$ cat config.mk
export PLATFORM = sky130hd
export DESIGN_NAME = utf16_json_string_escaper_top
export DESIGN_NICKNAME = d
export VERILOG_FILES = /design/src/design/ujse_pkg.sv /design/src/design/ujse_front.sv /design/src/design/ujse_queue.sv /design/src/design/ujse_back.sv /design/src/design/utf16_json_string_escaper_top.sv
export SDC_FILE = /design/constraint.sdc
export NUM_CORES = 1
export LEC_CHECK = 0
export ABC_AREA = 1
export BUFFER_PORTS_ARGS = -buffer_cell sky130_fd_sc_hd__buf_4
export CAP_MARGIN = 20
export CORE_MARGIN = 10
export CORE_UTILIZATION = 45
export CTS_CLUSTER_DIAMETER = 120
export DETAILED_ROUTE_END_ITERATION = 10
export HOLD_SLACK_MARGIN = 0.12
export MAX_ROUTING_LAYER = met4
export PLACE_DENSITY_LB_ADDON = 0.25
export SLEW_MARGIN = 10
export SYNTH_ARGS = -nofsm -noshare
export SYNTH_HDL_FRONTEND = slang
export SYNTH_SLANG_ARGS = --single-unit
$ cat constraint.sdc
create_clock -name i_clk -period 8.25 [get_ports i_clk]
set_input_delay 1.2375 -clock i_clk [delete_from_list [all_inputs] [get_ports i_clk]]
set_output_delay 1.2375 -clock i_clk [all_outputs]
set_load 0.02 [all_outputs]
$ cat src/design/ujse_pkg.sv
// ----------------------------------------------------------------------------
// ujse_pkg
// Shared types and constants for the UTF-16 to escaped UTF-8 string escaper.
// ----------------------------------------------------------------------------
package ujse_pkg;

    localparam int RUN_MAX   = 6;    // most bytes one code unit can produce
    localparam int RUN_CW    = 3;    // bits of a byte count 0..RUN_MAX
    localparam int QDEPTH    = 2;    // entries in the front/back queue
    localparam int QAW       = 1;    // queue address bits
    localparam int QCW       = 2;    // queue fill count bits 0..QDEPTH

    typedef struct packed {
        logic [15:0] code_unit;
        logic        final_unit;
    } t_in_item;

    typedef struct packed {
        logic [7:0] out_byte;
        logic       run_end;
    } t_out_item;

    // bytes for one code unit, first byte at index 0
    typedef struct packed {
        logic [RUN_MAX-1:0][7:0] bytes;
        logic [RUN_CW-1:0]       count;
    } t_run;

    // queue read side as seen by the back end
    typedef struct packed {
        logic valid;
        t_run run;
    } t_q_head;

endpackage

$ cat src/design/ujse_front.sv
// ----------------------------------------------------------------------------
// ujse_front
// Accepts code units, tracks a held high surrogate and turns each unit into
// a run of up to six escaped UTF-8 bytes for the queue.
// ----------------------------------------------------------------------------
module ujse_front (
    input  logic              i_clk,
    input  logic              i_rst_n,
    input  logic              i_valid,
    output logic              o_stall,
    input  ujse_pkg::t_in_item i_item,
    input  logic              i_full,
    output logic              o_push,
    output ujse_pkg::t_run    o_run
);

    localparam logic [7:0] CH_QMARK  = 8'h3f;
    localparam logic [7:0] CH_BSLASH = 8'h5c;
    localparam logic [7:0] CH_QUOTE  = 8'h22;
    localparam logic [7:0] CH_ZERO   = 8'h30;
    localparam logic [7:0] CH_B      = 8'h62;
    localparam logic [7:0] CH_F      = 8'h66;
    localparam logic [7:0] CH_N      = 8'h6e;
    localparam logic [7:0] CH_R      = 8'h72;
    localparam logic [7:0] CH_T      = 8'h74;
    localparam logic [7:0] CH_U      = 8'h75;
    localparam logic [7:0] CC_BS     = 8'h08;
    localparam logic [7:0] CC_FF     = 8'h0c;
    localparam logic [7:0] CC_LF     = 8'h0a;
    localparam logic [7:0] CC_CR     = 8'h0d;
    localparam logic [7:0] CC_TAB    = 8'h09;
    localparam logic [5:0] SUR_HIGH  = 6'b110110;
    localparam logic [5:0] SUR_LOW   = 6'b110111;

    function automatic logic [7:0] hex_lower(input logic [3:0] v);
        logic [7:0] r;
        if (v < 4'd10) begin
            r = CH_ZERO + {4'd0, v};
        end else begin
            r = 8'h57 + {4'd0, v};
        end
        return r;
    endfunction

    function automatic ujse_pkg::t_run qmark_run();
        ujse_pkg::t_run r;
        r          = '0;
        r.bytes[0] = CH_QMARK;
        r.count    = 3'd1;
        return r;
    endfunction

    function automatic ujse_pkg::t_run encode(input logic [20:0] cp);
        ujse_pkg::t_run r;
        logic           nonchar;
        r       = '0;
        nonchar = (cp >= 21'h0fdd0 && cp <= 21'h0fdef) || (cp[15:1] == 15'h7fff);
        if (cp < 21'h80) begin
            if (cp < 21'h20 || cp == 21'h22 || cp == 21'h5c) begin
                r.bytes[0] = CH_BSLASH;
                r.count    = 3'd2;
                case (cp[7:0])
                    CH_QUOTE:  r.bytes[1] = CH_QUOTE;
                    CH_BSLASH: r.bytes[1] = CH_BSLASH;
                    CC_BS:     r.bytes[1] = CH_B;
                    CC_FF:     r.bytes[1] = CH_F;
                    CC_LF:     r.bytes[1] = CH_N;
                    CC_CR:     r.bytes[1] = CH_R;
                    CC_TAB:    r.bytes[1] = CH_T;
                    default: begin
                        r.bytes[1] = CH_U;
                        r.bytes[2] = CH_ZERO;
                        r.bytes[3] = CH_ZERO;
                        r.bytes[4] = hex_lower(cp[7:4]);
                        r.bytes[5] = hex_lower(cp[3:0]);
                        r.count    = 3'd6;
                    end
                endcase
            end else begin
                r.bytes[0] = cp[7:0];
                r.count    = 3'd1;
            end
        end else if (cp < 21'h800) begin
            r.bytes[0] = {3'b110, cp[10:6]};
            r.bytes[1] = {2'b10, cp[5:0]};
            r.count    = 3'd2;
        end else if (nonchar) begin
            r = qmark_run();
        end else if (cp >= 21'h10000) begin
            r.bytes[0] = {5'b11110, cp[20:18]};
            r.bytes[1] = {2'b10, cp[17:12]};
            r.bytes[2] = {2'b10, cp[11:6]};
            r.bytes[3] = {2'b10, cp[5:0]};
            r.count    = 3'd4;
        end else begin
            r.bytes[0] = {4'b1110, cp[15:12]};
            r.bytes[1] = {2'b10, cp[11:6]};
            r.bytes[2] = {2'b10, cp[5:0]};
            r.count    = 3'd3;
        end
        return r;
    endfunction

    logic           r_held_valid, n_held_valid;
    logic [9:0]     r_held_bits, n_held_bits;
    logic           accept;
    logic           is_low;
    logic           is_high;
    logic [20:0]    pair_cp;
    ujse_pkg::t_run run;

    assign o_stall = i_full;
    assign accept  = i_valid && !i_full;
    assign is_low  = (i_item.code_unit[15:10] == SUR_LOW);
    assign is_high = (i_item.code_unit[15:10] == SUR_HIGH);
    assign pair_cp = 21'h10000 + {1'b0, r_held_bits, i_item.code_unit[9:0]};

    always_comb begin
        run          = '0;
        n_held_valid = r_held_valid;
        n_held_bits  = r_held_bits;
        if (accept) begin
            if (r_held_valid) begin
                n_held_valid = 1'b0;
                n_held_bits  = '0;
                run          = is_low ? encode(pair_cp) : qmark_run();
            end else if (is_low) begin
                run = qmark_run();
            end else if (is_high) begin
                n_held_valid = 1'b1;
                n_held_bits  = i_item.code_unit[9:0];
            end else begin
                run = encode({5'd0, i_item.code_unit});
            end
            // end of string drops a dangling high surrogate
            if (i_item.final_unit) begin
                n_held_valid = 1'b0;
                n_held_bits  = '0;
            end
        end
    end

    assign o_push = accept && (run.count != '0);
    assign o_run  = run;

    always_ff @(posedge i_clk) begin
        if (!i_rst_n) begin
            r_held_valid <= 1'b0;
            r_held_bits  <= '0;
        end else begin
            r_held_valid <= n_held_valid;
            r_held_bits  <= n_held_bits;
        end
    end

`ifndef SYNTHESIS
    a_final_clears_hold: assert property (@(posedge i_clk) disable iff (!i_rst_n)
        (accept && i_item.final_unit) |=> !r_held_valid)
        else $error("hold survived a final unit");
`endif

endmodule

$ cat src/design/ujse_queue.sv
// ----------------------------------------------------------------------------
// ujse_queue
// Short queue of byte runs between the front and back ends.
// ----------------------------------------------------------------------------
module ujse_queue (
    input  logic               i_clk,
    input  logic               i_rst_n,
    input  logic               i_push,
    input  ujse_pkg::t_run     i_run,
    output logic               o_full,
    input  logic               i_pop,
    output ujse_pkg::t_q_head  o_head
);

    ujse_pkg::t_run                  r_mem [ujse_pkg::QDEPTH];
    logic [ujse_pkg::QAW-1:0]        r_wr_ptr;
    logic [ujse_pkg::QAW-1:0]        r_rd_ptr;
    logic [ujse_pkg::QCW-1:0]        r_count;
    logic                            pop_ok;

    assign o_full       = (r_count == ujse_pkg::QCW'(ujse_pkg::QDEPTH));
    assign o_head.valid = (r_count != '0);
    assign o_head.run   = r_mem[r_rd_ptr];
    assign pop_ok       = i_pop && o_head.valid;

    always_ff @(posedge i_clk) begin
        if (i_push) begin
            r_mem[r_wr_ptr] <= i_run;
        end
    end

    always_ff @(posedge i_clk) begin
        if (!i_rst_n) begin
            r_wr_ptr <= '0;
            r_rd_ptr <= '0;
            r_count  <= '0;
        end else begin
            if (i_push) begin
                r_wr_ptr <= r_wr_ptr + 1'b1;
            end
            if (pop_ok) begin
                r_rd_ptr <= r_rd_ptr + 1'b1;
            end
            case ({i_push, pop_ok})
                2'b10:   r_count <= r_count + 1'b1;
                2'b01:   r_count <= r_count - 1'b1;
                default: r_count <= r_count;
            endcase
        end
    end

`ifndef SYNTHESIS
    a_no_overflow: assert property (@(posedge i_clk) disable iff (!i_rst_n)
        i_push |-> !o_full)
        else $error("push into a full queue");
    a_count_bound: assert property (@(posedge i_clk) disable iff (!i_rst_n)
        r_count <= ujse_pkg::QCW'(ujse_pkg::QDEPTH))
        else $error("queue count past depth");
`endif

endmodule

$ cat src/design/ujse_back.sv
// ----------------------------------------------------------------------------
// ujse_back
// Takes byte runs from the queue and sends them out one byte per cycle unless
// stalled, through an output register, marking the last byte of each run.
// ----------------------------------------------------------------------------
module ujse_back (
    input  logic                i_clk,
    input  logic                i_rst_n,
    input  ujse_pkg::t_q_head   i_head,
    output logic                o_pop,
    output logic                o_valid,
    input  logic                i_stall,
    output ujse_pkg::t_out_item o_item
);

    ujse_pkg::t_run                 r_run;
    logic [ujse_pkg::RUN_CW-1:0]    r_idx;
    logic                           r_busy;
    logic                           r_out_valid;
    ujse_pkg::t_out_item            r_out;
    logic                           advance;
    logic                           last;

    // output register can take a byte
    assign advance = !r_out_valid || !i_stall;
    assign last    = (r_idx == r_run.count - 1'b1);
    assign o_pop   = i_head.valid && (!r_busy || (advance && last));
    assign o_valid = r_out_valid;
    assign o_item  = r_out;

    always_ff @(posedge i_clk) begin
        if (advance && r_busy) begin
            r_out.out_byte <= r_run.bytes[r_idx];
            r_out.run_end  <= last;
        end
        if (o_pop) begin
            r_run <= i_head.run;
        end
    end

    always_ff @(posedge i_clk) begin
        if (!i_rst_n) begin
            r_busy      <= 1'b0;
            r_idx       <= '0;
            r_out_valid <= 1'b0;
        end else begin
            if (advance) begin
                r_out_valid <= r_busy;
            end
            if (o_pop) begin
                r_busy <= 1'b1;
                r_idx  <= '0;
            end else if (advance && r_busy) begin
                r_idx <= r_idx + 1'b1;
                if (last) begin
                    r_busy <= 1'b0;
                end
            end
        end
    end

`ifndef SYNTHESIS
    a_idx_in_run: assert property (@(posedge i_clk) disable iff (!i_rst_n)
        r_busy |-> (r_idx < r_run.count))
        else $error("byte index past run length");
`endif

endmodule

$ cat src/design/utf16_json_string_escaper_top.sv
// ----------------------------------------------------------------------------
// utf16_json_string_escaper_top
// UTF-16 code units in, JSON-escaped UTF-8 bytes out.
// ----------------------------------------------------------------------------
// Input channel: i_valid / o_stall with i_item (code_unit, final_unit). A word
// is taken at a clock edge with i_valid high and o_stall low.
// Output channel: o_valid / i_stall with o_item (out_byte, run_end). A word
// leaves at an edge with o_valid high and i_stall low; run_end marks the
// last byte made for one code unit. A unit makes zero to six bytes.
// The front end classifies a unit and builds its whole byte run in the cycle
// it is taken; a two-entry queue feeds the back end, which sends one byte
// per cycle while i_stall is low, through an output register. When the block
// is empty, the first byte of a unit passes the queue, the back end's run
// register and the output register. The single byte lane sends each unit's
// bytes in turn; the front end takes new units while the queue has space.
// A high surrogate is held inside the front end until the next unit; a
// final unit drops any held one.
// Reset clears the hold, the queue and the output register.
// When the receiver stalls, the output word holds, the queue fills, and then
// o_stall rises until space frees up.
// ----------------------------------------------------------------------------
module utf16_json_string_escaper_top (
    input  logic                i_clk,
    input  logic                i_rst_n,
    input  logic                i_valid,
    output logic                o_stall,
    input  ujse_pkg::t_in_item  i_item,
    output logic                o_valid,
    input  logic                i_stall,
    output ujse_pkg::t_out_item o_item
);

    logic              q_full;
    logic              q_push;
    logic              q_pop;
    ujse_pkg::t_run    q_run;
    ujse_pkg::t_q_head q_head;

    ujse_front u_front (
        .i_clk   (i_clk),
        .i_rst_n (i_rst_n),
        .i_valid (i_valid),
        .o_stall (o_stall),
        .i_item  (i_item),
        .i_full  (q_full),
        .o_push  (q_push),
        .o_run   (q_run)
    );

    ujse_queue u_queue (
        .i_clk   (i_clk),
        .i_rst_n (i_rst_n),
        .i_push  (q_push),
        .i_run   (q_run),
        .o_full  (q_full),
        .i_pop   (q_pop),
        .o_head  (q_head)
    );

    ujse_back u_back (
        .i_clk   (i_clk),
        .i_rst_n (i_rst_n),
        .i_head  (q_head),
        .o_pop   (q_pop),
        .o_valid (o_valid),
        .i_stall (i_stall),
        .o_item  (o_item)
    );

endmodule
### Word-level counts from Yosys, hierarchy flattened

Memory sizes are Yosys's and may differ from the RTL's. A register that Yosys moved wholly into a read port is not among the register bits.
Cells that the tools add are included.

| storage, ports and cells | value |
|---|---|
| register bits | 29 |
| memory bits (writable) | 102 |
| output and inout port bits | 11 |
| logic and storage cells | 146 |
| memories | 1 |

Memories:

| name | depth | width | read ports | clocked after Yosys merged registers in | wr ports | RTL line | source |
|---|---|---|---|---|---|---|---|
| u_queue.r_mem | 2 | 51 | 1 | 1 | 1 | ujse_queue.sv:15 | `ujse_pkg::t_run r_mem [ujse_pkg::QDEPTH];` |

| cells by class | value |
|---|---|
| add/subtract/negate cells | 15 |
| magnitude comparators | 16 |
| eq/ne operators | 27 |
| mux-type cells | 45 |
| bitwise gates (word level) | 1 |
| reductions and logical operators | 31 |

Operators by type and width:

| cell | number |
|---|---|
| $mux W51 | 7 |
| $pmux W7 S7 | 2 |
| $eq A8 B4 Y1 const B | 10 |
| $mux W40 | 2 |
| $mux W32 | 2 |
| $mux W8 | 7 |
| $mux W10 | 4 |
| $mux W19 | 2 |
| $mux W35 | 1 |
| $add A7 B4 Y8 const A | 4 |
| $eq A15 B15 Y1 const B | 2 |
| $add A6 B4 Y7 const A | 4 |
| $mux W27 | 1 |
| $mux W25 | 1 |
| $bmux W8 S3 | 1 |
| $mux W11 | 2 |
| $add A17 B20 Y21 const A | 1 |
| $eq A21 B6 Y1 const B | 1 |
| $eq A21 B7 Y1 const B | 1 |
| $ge A21 B16 Y1 const B | 1 |
| $ge A21 B17 Y1 const B | 1 |
| $le A21 B16 Y1 const B | 1 |
| $lt A21 B12 Y1 const B | 1 |
| $lt A21 B6 Y1 const B | 1 |
| 36 further kinds | 75 |

### Longest topological paths before layout

Gate-level depths: netlist of the first run.

| depth | value |
|---|---|
| depth after elaboration | 14 |
| gate-level depth with buffers | 22 |
| depth with buffers taken out | 22 |

### Modules after synthesis

Synthesis of the first run repeated with hierarchy kept, for this count alone.

| second synthesis, totals | value |
|---|---|
| cells, all modules | 918 |
| area, all modules | 9544.2 um^2 |

Modules (own cells, without submodules):

| module | times used | cells each | area each (um^2) |
|---|---|---|---|
| ujse_queue | 1 | 195 | 4171.5 |
| ujse_front | 1 | 533 | 2845.2 |
| ujse_back | 1 | 190 | 2527.4 |

### Worst setup path before layout of the first run

OpenSTA, ideal clock, no wires.

| timing | value |
|---|---|
| path type | input port to flip-flop |
| start point | in i_item[2] (netlist bit) |
| end point | mem u_queue.r_mem[0][0] (netlist bit) (enable) |
| setup time | 452 ps |
| data arrival time | 5024 ps |
| required time | 7798 ps |
| setup slack | 2774 ps |
| cell stages on the path | 14 |
| buffers on the path | 1 |
| cells stage by stage | clkbuf_1 inv_1 ha_1 nand2_4 a21oi_1 nor2_1 nand2_1 nor3_2 nand2_1 o21ai_2 inv_2 a21oi_4 nor2_4 nor2_1 |

RTL lines:

| item | RTL line | source |
|---|---|---|
| start, declared | utf16_json_string_escaper_top.sv:27 | `input ujse_pkg::t_in_item i_item,` |
| end, declared | ujse_queue.sv:15 |  |

==> run_results.csv, run 1 <==
group,metric,value,unit
placed_design,gp_congestion,0.968,
drt,wl,23800,um
clocking,path_clk_slew,0.07,ns
sta,final.min_clock_period,4.05,ns
die,die_w,158,um
job,cap_violations,0,
sta,drv_slew,0,
worst_setup_path,slowest_stage,"buf_4",
worst_setup_path,cp.required,8.32,ns
sta,worstMarginPinSlew,0.954,ns
clocking,cts.repair.resized,0,
sta,holdWs,0.494,ns
clocking,clock_path_buffers,2,
sta,period_share,49.0,%
sta,rsz0062_at_grt,"false",
yosys,ys_async_sr_fraction,0,%
worst_setup_path,worstSetupStartpointType,"primary input",
final_layout,fillers,1749,
yosys,synth_cell_types,50,
yosys,synth-edff-count,150,
pwr,power_density,286,nW/um2
clocking,insertion_delay,0.43,ns
clocking,cts_tree,"done",
sta,setup_violations,0,
clocking,cts_buffers,17,
drt,ant_nets,0,
placed_design,portBuffers,31,
clocking,cts_sinks,170,
yosys,synth-seq-area-share,57.0,%
global_routing,track_usage,19.9,%
die,initial_core_util,45.8,%
die,coreArea,18800,um2
worst_setup_path,cp_common_cell,"nor2_4",
final_layout,area_growth_syn_to_layout,12.0,%
pwr,peakVddDrop,0.000143,V
drt,post_drt_via_cell_ratio,5.47,
sta,fin_worst_skew,0.0140,ns
run_status,status,"completed",
die,die_h,158,um
die,dieArea,25000,um2
worst_setup_path,end_kind,"register",
drt,drc_errors,0,
yosys,avgSynthCellArea,9.31,um2
placed_design,dp.final_hpwl,17400,um
yosys,syn_inst,924,
yosys,synth_area,8600,um2
yosys,ys_warn_count,0,
clocking,cts_setup_buffers,0,
drt,route.vias.total,6574,
placed_design,pre_cts_ws,3.76,ns
die,ios,32,
clocking,htreeDepth,4,
die,num_rows,50,
drt,dr.pass1.iters,5,
global_routing,grt_pass1_wl,36100,um
yosys,synth_top_cell_by_area,"edfxtp_1",
yosys,ys_ff_latch,170,
sta,clock.fmax,247,MHz
final_layout,finalNetCount,991,
sta,fin_ws,4.20,ns
final_layout,diodes,0,
clocking,cts_root_buf,"clkbuf_16",
final_layout,drive_gt1_share,13.0,%
worst_setup_path,crit_chain,"buf_4 > inv_1 > ha_1 > nand2_1 > nor2_1 > nor2_1 > inv_1 > nor2_2 > nor2_4 > nand2_1 > o21ai_2 > inv_2 > a21oi_4 > nor2_4 > nor2_4 > buf_4",
pwr,p_leak,3.84,nW
sta,finalHoldViolCount,0,
worst_setup_path,slowest_delay,0.52,ns
worst_setup_path,worstSetupPathType,"primary input to register",
global_routing,overflow,0,
hold_path,hp-class,"register to register",
drt,drt_iter0_markers,525,
worst_setup_path,worst_ep_arrival_time,4.12,ns
global_routing,antenna_found_initial,0,
global_routing,grt_pass1_vias,6270,
drt,wire_per_inst,19.8,um
clocking,hold_buffers,0,
yosys,synth_top_area_share,52.4,%
yosys,yosys-top-cells-area,"edfxtp_1 52%, nand2_1 12%, dfxtp_1 4.7%",
global_routing,grt_max_degree,50,
sta,slew_headroom,34.7,%
worst_setup_path,cp_max_fo,44,
pwr,p_total,2.76,mW
yosys,yosys_most_used_dff,"edfxtp_1",
sta,tns,0,ns
[routing by layer]
layer  vias to the layer above  wire length, um  global-route usage [%]  share of wire [%]
met5                         -                0                       -                  0
li1                       3222                -                       -                  -
met4                         0              716                    7.76                3.0
met3                        48             1070                    3.15                4.5
met2                       220            11300                    31.4                 48
met1                      3084            10700                    25.4                 45
[path summary, 6_finish.rpt]
check | from | end | slack [ns] | depth (start not counted)
min | u_front.r_held_bits[0] | u_front.r_held_bits[0] | 0.49 | 2
max | i_item[5] | u_queue.r_mem[1][28] | 4.20 | 16
max reg2reg | u_front.r_held_bits[6] | u_queue.r_mem[1][28] | 4.31 | 16
min reg2reg | u_front.r_held_bits[0] | u_front.r_held_bits[0] | 0.49 | 2
[flip-flops by register name, summed over array words and instances, names as in the netlist]
name / count
u_queue.r_mem: 94
u_back.r_run: 47
u_front.r_held_bits: 10
u_back.o_item: 9
u_back.r_idx: 3
u_queue.r_count: 2
u_back.o_valid: 1
u_back.r_busy: 1
u_front.r_held_valid: 1
u_queue.r_rd_ptr: 1
u_queue.r_wr_ptr: 1
[stage by stage]
stage,cell area [um2],std cells,util [%]
final,9630,1201,51.3
after CTS,9630,1201,51.3
after floorplan,8620,931,-
after global placement,9070,1170,48.3
after detailed placement,9070,1170,48.3
after global routing,9630,1201,51.3
[cell usage after synthesis (4+ instances only)]
library cell / instances
a21oi_1: 54
a22oi_1: 5
buf_2: 5
clkbuf_1: 25
dfxtp_1: 20
edfxtp_1: 150
ha_1: 15
inv_1: 74
inv_2: 8
nand2_1: 270
nand2_2: 12
nand3_1: 35
nand3_2: 5
nand4_1: 11
nor2_1: 87
nor2_2: 6
nor2_4: 8
nor3_1: 7
o2111ai_1: 8
o211ai_1: 8
o21ai_0: 54
o221ai_1: 5
o22ai_1: 8
o311ai_0: 4
xor2_1: 4
[critical path, delay by kind of cell]
| kind | cells | cell delay [ns] |
|---|---|---|
| compound gates | 2 | 0.41 |
| fa+ha+maj | 1 | 0.22 |
| buf+inv | 5 | 1.14 |
| simple gates | 8 | 1.07 |
[layout by cell type (no fill, tap or decap), types with 11 or more instances in the layout]
master / instances
nor2_1: 86
buf_4: 40
nand2_2: 12
ha_1: 15
inv_1: 72
dfxtp_1: 20
clkbuf_16: 17
o21ai_0: 54
nand3_1: 35
edfxtp_1: 150
nand2_1: 270
nand4_1: 11
a21oi_1: 54
[cell type report]
cell class	instances	area, um2	area share, %
clock buffers	17	425	4.42
clock inverters	14	130	1.35
inverters	84	318	3.30
multi-input cells	642	3260	33.8
flip-flops and latches	170	4900	50.9
well taps	234	293	3.04
repair buffers	40	300	3.12
[power by group]
part / switching, mW / leakage (nW) / internal [mW] / total [mW]
clock network: 0.364 / 0.268 / 0.397 / 0.760
logic: 0.454 / 1.95 / 0.171 / 0.626
registers: 0.0736 / 1.62 / 1.30 / 1.37
total: 0.892 / 3.84 / 1.86 / 2.76
[kinds of logic (layout without fill, tap and decap cells)]
family,after synthesis,in the layout,synth area share (%)
other cells,1,8,0.0436
fa+ha+maj,15,15,2.18
compound gates,160,160,11.3
buf+inv,119,155,5.52
xor+xnor,5,5,0.509
flops,170,170,57.0
simple gates,454,454,23.4
Note: power is estimated with default switching activity, not from simulation.
==> inputs of run 2 (changes only) <==
- clock period: 8.25 -> 3.5 ns (I/O delays scaled with it)
==> run_results.csv, run 2 (same netlist as run 1, synthesis figures left out) <==
group,metric,value,unit
sta,final.min_clock_period,3.12,ns
final_layout,layout_commonest_cell,"nand2_1",
drt,drt_iter0_markers,429,
run_status,status,"completed",
worst_setup_path,rr_endpoint,"u_queue.r_count[1]",
worst_setup_path,cp_num_cells,22,
global_routing,antenna_found_initial,0,
die,ios,32,
final_layout,instances_no_fill,1227,
global_routing,grt_pass1_wl,36500,um
drt,post_drt_via_cell_ratio,5.39,
drt,wire_per_inst,19.2,um
worst_setup_path,endpoint,"u_queue.r_count[1]",
sta,fin_worst_skew,0.0156,ns
worst_setup_path,r2r_cells,22,
hold_path,hp-class,"primary input to register",
placed_design,dp.cells,1195,
final_layout,finalNetCount,1016,
job,cap_violations,0,
worst_setup_path,worstSetupStartpointType,"register",
sta,tns,0,ns
drt,dr.pass1.iters,5,
drt,ant_nets,0,
pwr,peakVddDrop,0.000352,V
worst_setup_path,worst_r2r_startpoint,"u_front.r_held_bits[7]",
sta,rsz0062_at_grt,"false",
final_layout,final_cell_mix,"270 x nand2_1, 150 x edfxtp_1, 86 x nor2_1",
global_routing,track_usage,19.9,%
final_layout,largest_reg_flops,94,
global_routing,overflow,0,
final_layout,fin_util,52.9,%
final_layout,regMostFlops,"u_queue.r_mem",
clocking,clock_path_buffers,2,
final_layout,diodes,0,
global_routing,grt_pass1_vias,6414,
final_layout,area_growth_syn_to_layout,15.4,%
global_routing,grt_max_degree,48,
die,die_h,158,um
worst_setup_path,crit_chain,"inv_1 > ha_1 > inv_1 > nand3_1 > inv_1 > nand3_1 > nor2_1 > nand2_1 > nand2_1 > nand2_2 > nand3_2 > nand2_1 > nand2_1 > nand2_1 > nand2_1 > nand2_2 > nor2_4 > ha_1 > a21oi_1 > o21ai_0 > o21ai_0 > a21oi_1",
worst_setup_path,cp_common_cell,"nand2_1",
clocking,cts_root_buf,"clkbuf_16",
sta,worstMarginPinSlew,0.918,ns
clocking,htreeDepth,4,
die,dieArea,25000,um2
die,coreArea,18800,um2
worst_setup_path,worst_ep_arrival_time,3.44,ns
clocking,path_clk_slew,0.08,ns
clocking,cts_buffers,17,
die,initial_core_util,45.8,%
worst_setup_path,timing.critical_path.buf_inv,3,
sta,slew_headroom,37.2,%
worst_setup_path,slowest_delay,0.45,ns
worst_setup_path,cp.required,3.82,ns
worst_setup_path,crit_path_start,"u_front.r_held_bits[7]",
pwr,power_density,671,nW/um2
worst_setup_path,cpLargestDelayFamily,"simple AND/OR/NAND/NOR gates",
placed_design,portBuffers,31,
drt,wl,23600,um
worst_setup_path,slowest_stage,"dfxtp_1",
pwr,p_leak,4.01,nW
drt,route.vias.total,6614,
drt,drc_errors,0,
clocking,insertion_delay,0.44,ns
die,die_w,158,um
final_layout,top_regs,"u_queue.r_mem (94), u_back.r_run (47), u_front.r_held_bits (10)",
clocking,cts_sinks,170,
worst_setup_path,worstSetupPathType,"register to register",
placed_design,dp.final_hpwl,17200,um
sta,clock.fmax,321,MHz
worst_setup_path,cp_max_fo,7,
sta,drv_slew,0,
die,num_rows,50,
final_layout,drive_gt1_share,15.4,%
worst_setup_path,end_kind,"register",
sta,finalHoldViolCount,0,
sta,period_share,89.1,%
worst_setup_path,regToRegSetupSlack,0.38,ns
placed_design,gp_congestion,0.993,
clocking,cts_tree,"done",
sta,setup_violations,0,
## run 2: report_power, final
group	leakage [nW]	switching (mW)	internal (mW)
Sequential	1.62	0.174	3.05
Combinational	2.09	1.09	0.442
Clock	0.298	0.895	1.01
## run 2: what timing repair did
action | in CTS | in global routing
hold buffers | 0 | 0
setup buffers | 0 | 0
setup endpoints to repair | 0 | 1
gates resized for setup | 0 | 1
hold endpoints to repair | 0 | 0
## run 2: per-stage QoR
stage / setup WS, ns / cell area (um2) / power [mW] / hold slack (ns)
floorplan: 0.0447 / 8630 / 4.21 / 0.454
global placement: 0.188 / 9290 / 4.79 / 0.467
detailed placement: 0.125 / 9290 / 4.82 / 0.478
CTS: 0.343 / 9920 / 6.73 / 0.358
global route: 0.0111 / 9920 / 7.03 / 0.370
finish: 0.382 / 9920 / 6.66 / 0.376
## run 2: area by class of cell
cell class | instances | area, um2
multi-input cells | 642 | 3260
clock inverters | 14 | 171
clock buffers | 18 | 450
fillers | 1740 | 8850
repair buffers | 65 | 526
flip-flops and latches | 170 | 4900
well taps | 234 | 293
inverters | 84 | 318
## run 2: worst min-delay path by stage
stage,start,to,slack (ns),cells after the start
2_1_floorplan,u_front.r_held_bits[0],u_front.r_held_bits[0],0.45,2
3_3_place_gp,u_front.r_held_bits[0],u_front.r_held_bits[0],0.47,2
3_5_place_dp,u_front.r_held_bits[0],u_front.r_held_bits[0],0.48,2
4_1_cts,i_rst_n,u_queue.r_rd_ptr,0.36,3
5_1_grt,i_rst_n,u_queue.r_count[1],0.37,3
6_report,i_rst_n,u_queue.r_rd_ptr,0.38,3
## run 2: metal layers
metal / vias up / global-route usage [%] / wire [um]
met2: 212 / 30.1 / 11000
met1: 3083 / 25.3 / 10400
li1: 3260 / - / -
met3: 59 / 3.91 / 1350
met4: 0 / 9.04 / 835
met5: - / - / 0
## run 2: worst reg2reg max path, cell delays in order, from the launching register on
cell and delay (ns):
dfxtp_1 0.45, inv_1 0.07, ha_1 0.27, inv_1 0.08, nand3_1 0.08, inv_1 0.10
nand3_1 0.18, nor2_1 0.13, nand2_1 0.06, nand2_1 0.07, nand2_2 0.08, nand3_2 0.07
nand2_1 0.10, nand2_1 0.11, nand2_1 0.07, nand2_1 0.11, nand2_2 0.08, nor2_4 0.18
ha_1 0.28, a21oi_1 0.11, o21ai_0 0.11, o21ai_0 0.16, a21oi_1 0.05
==> inputs of run 3 (changes only) <==
- CORE_UTILIZATION: 45 -> 50
==> run_results.csv, run 3 (same netlist as run 1, synthesis figures left out) <==
group,metric,value,unit
pwr,peakVddDrop,0.000470,V
drt,post_drt_via_cell_ratio,5.59,
clocking,cts.repair.resized,0,
sta,clock.fmax,318,MHz
sta,fin_worst_skew,0.0130,ns
drt,drc_errors,0,
sta,slew_headroom,44.8,%
global_routing,antenna_found_initial,0,
global_routing,grt_max_degree,48,
pwr,p_total,6.71,mW
sta,finalHoldViolCount,0,
worst_setup_path,worstSetupPathType,"register to register",
sta,period_share,89.9,%
final_layout,final_cell_area,9960,um2
clocking,insertion_delay,0.43,ns
clocking,path_clk_slew,0.07,ns
final_layout,diodes,0,
sta,rsz0062_at_grt,"false",
pwr,power_switching,2.14,mW
pwr,intPower,4.57,mW
placed_design,portBuffers,31,
worst_setup_path,worstSetupStartpointType,"register",
sta,setup_violations,0,
sta,tns,0,ns
worst_setup_path,regToRegSetupSlack,0.35,ns
sta,holdWs,0.367,ns
placed_design,dp.final_hpwl,18600,um
worst_setup_path,cp.required,3.80,ns
pwr,p_leak,4.07,nW
worst_setup_path,worst_ep_arrival_time,3.44,ns
final_layout,largest_reg_flops,94,
clocking,cts_tree,"done",
die,num_rows,47,
pwr,p_comb_share,23.0,%
clocking,hold_buffers,0,
final_layout,regMostFlops,"u_queue.r_mem",
clocking,cts_buffers,17,
global_routing,track_usage,23.6,%
die,dieArea,22800,um2
drt,dr.pass1.iters,5,
die,initial_core_util,51.5,%
drt,ant_nets,0,
pwr,swShare,31.9,%
sta,drv_slew,0,
placed_design,gp_congestion,1.02,
clocking,cts_setup_buffers,0,
clocking,cts_sinks,170,
final_layout,top_regs,"u_queue.r_mem (94), u_back.r_run (47), u_front.r_held_bits (10)",
sta,worstMarginPinSlew,0.818,ns
hold_path,hp-class,"primary input to register",
final_layout,final_cell_mix,"270 x nand2_1, 150 x edfxtp_1, 86 x nor2_1",
die,die_h,151,um
job,cap_violations,0,
sta,final.min_clock_period,3.15,ns
die,die_w,151,um
drt,drt_iter0_markers,702,
drt,wl,25300,um
clocking,cts_root_buf,"clkbuf_16",
run_status,status,"completed",
worst_setup_path,cp_max_fo,7,
global_routing,grt_pass1_wl,39100,um
die,ios,32,
worst_setup_path,end_kind,"register",
pwr,clockPowerShare,28.5,%
final_layout,area_growth_syn_to_layout,15.9,%
global_routing,overflow,0,
final_layout,layout_commonest_cell,"nand2_1",
die,coreArea,16700,um2
global_routing,grt_pass1_vias,6741,
pwr,p_seq_share,48.6,%
final_layout,drive_gt1_share,16.5,%
clocking,clock_path_buffers,2,
placed_design,place_area,9370,um2
drt,wire_per_inst,20.6,um
drt,route.vias.total,6864,
pwr,power_density,674,nW/um2
final_layout,finalNetCount,1031,
clocking,htreeDepth,4,
==> run 3: layer usage <==
| layer | wire length (um) | part of all wire [%] | global-route usage [%] | vias up |
|---|---|---|---|---|
| li1 | - | - | - | 3294 |
| met1 | 10700 | 42 | 30.1 | 3212 |
| met2 | 11600 | 46 | 35.2 | 298 |
| met3 | 1900 | 7.5 | 5.04 | 60 |
| met4 | 1060 | 4.2 | 11.3 | 0 |
| met5 | 0 | 0 | - | - |
==> run 3: power groups by stage <==
stage	Combinational, mW	Sequential (mW)	Clock (mW)
after global placement	1.51	3.28	0
after CTS	1.56	3.26	1.94
after global routing	1.73	3.32	2.02
after floorplan	0.938	3.28	0
final	1.54	3.26	1.91
after detailed placement	1.55	3.30	0
==> run 3: cell type report <==
cell class | count | area (um2)
Clock inverter | 14 | 161
Tap cell | 220 | 275
Fill cell | 1495 | 6740
Clock buffer | 18 | 429
Sequential cell | 170 | 4900
Inverter | 84 | 318
Timing Repair Buffer | 80 | 623
Multi-Input combinational cell | 642 | 3250
==> run 3: worst paths after layout <==
check	cells after the start	startpoint	end
setup / recovery	19	u_front.r_held_bits[7]	u_queue.r_count[1]
hold / removal	3	i_rst_n	u_queue.r_wr_ptr
setup reg to reg	19	u_front.r_held_bits[7]	u_queue.r_count[1]
hold reg to reg	2	u_front.r_held_bits[0]	u_front.r_held_bits[0]
==> run 3: metrics by stage <==
stage	cells	setup slack (ns)	util (%)
global route	1228	0.0391	59.7
CTS	1228	0.381	59.7
global placement	1195	0.244	56.1
finish	1228	0.355	59.7
floorplan	931	0.0447	-
detailed placement	1196	0.220	56.1
==> run 3: critical path, stage by stage, from the launching register on <==
cell      delay, ns
dfxtp_1        0.46
inv_1          0.07
ha_1           0.27
inv_1          0.07
nand3_1        0.07
inv_1          0.11
nand3_1        0.15
a21oi_1        0.23
inv_1          0.14
nand3_2        0.12
nand2_1        0.09
a21oi_2        0.23
clkinv_1       0.11
nand2_2        0.08
nor2_4         0.06
ha_1           0.32
a21oi_1        0.11
o21ai_0        0.11
o21ai_0        0.15
a21oi_1        0.06
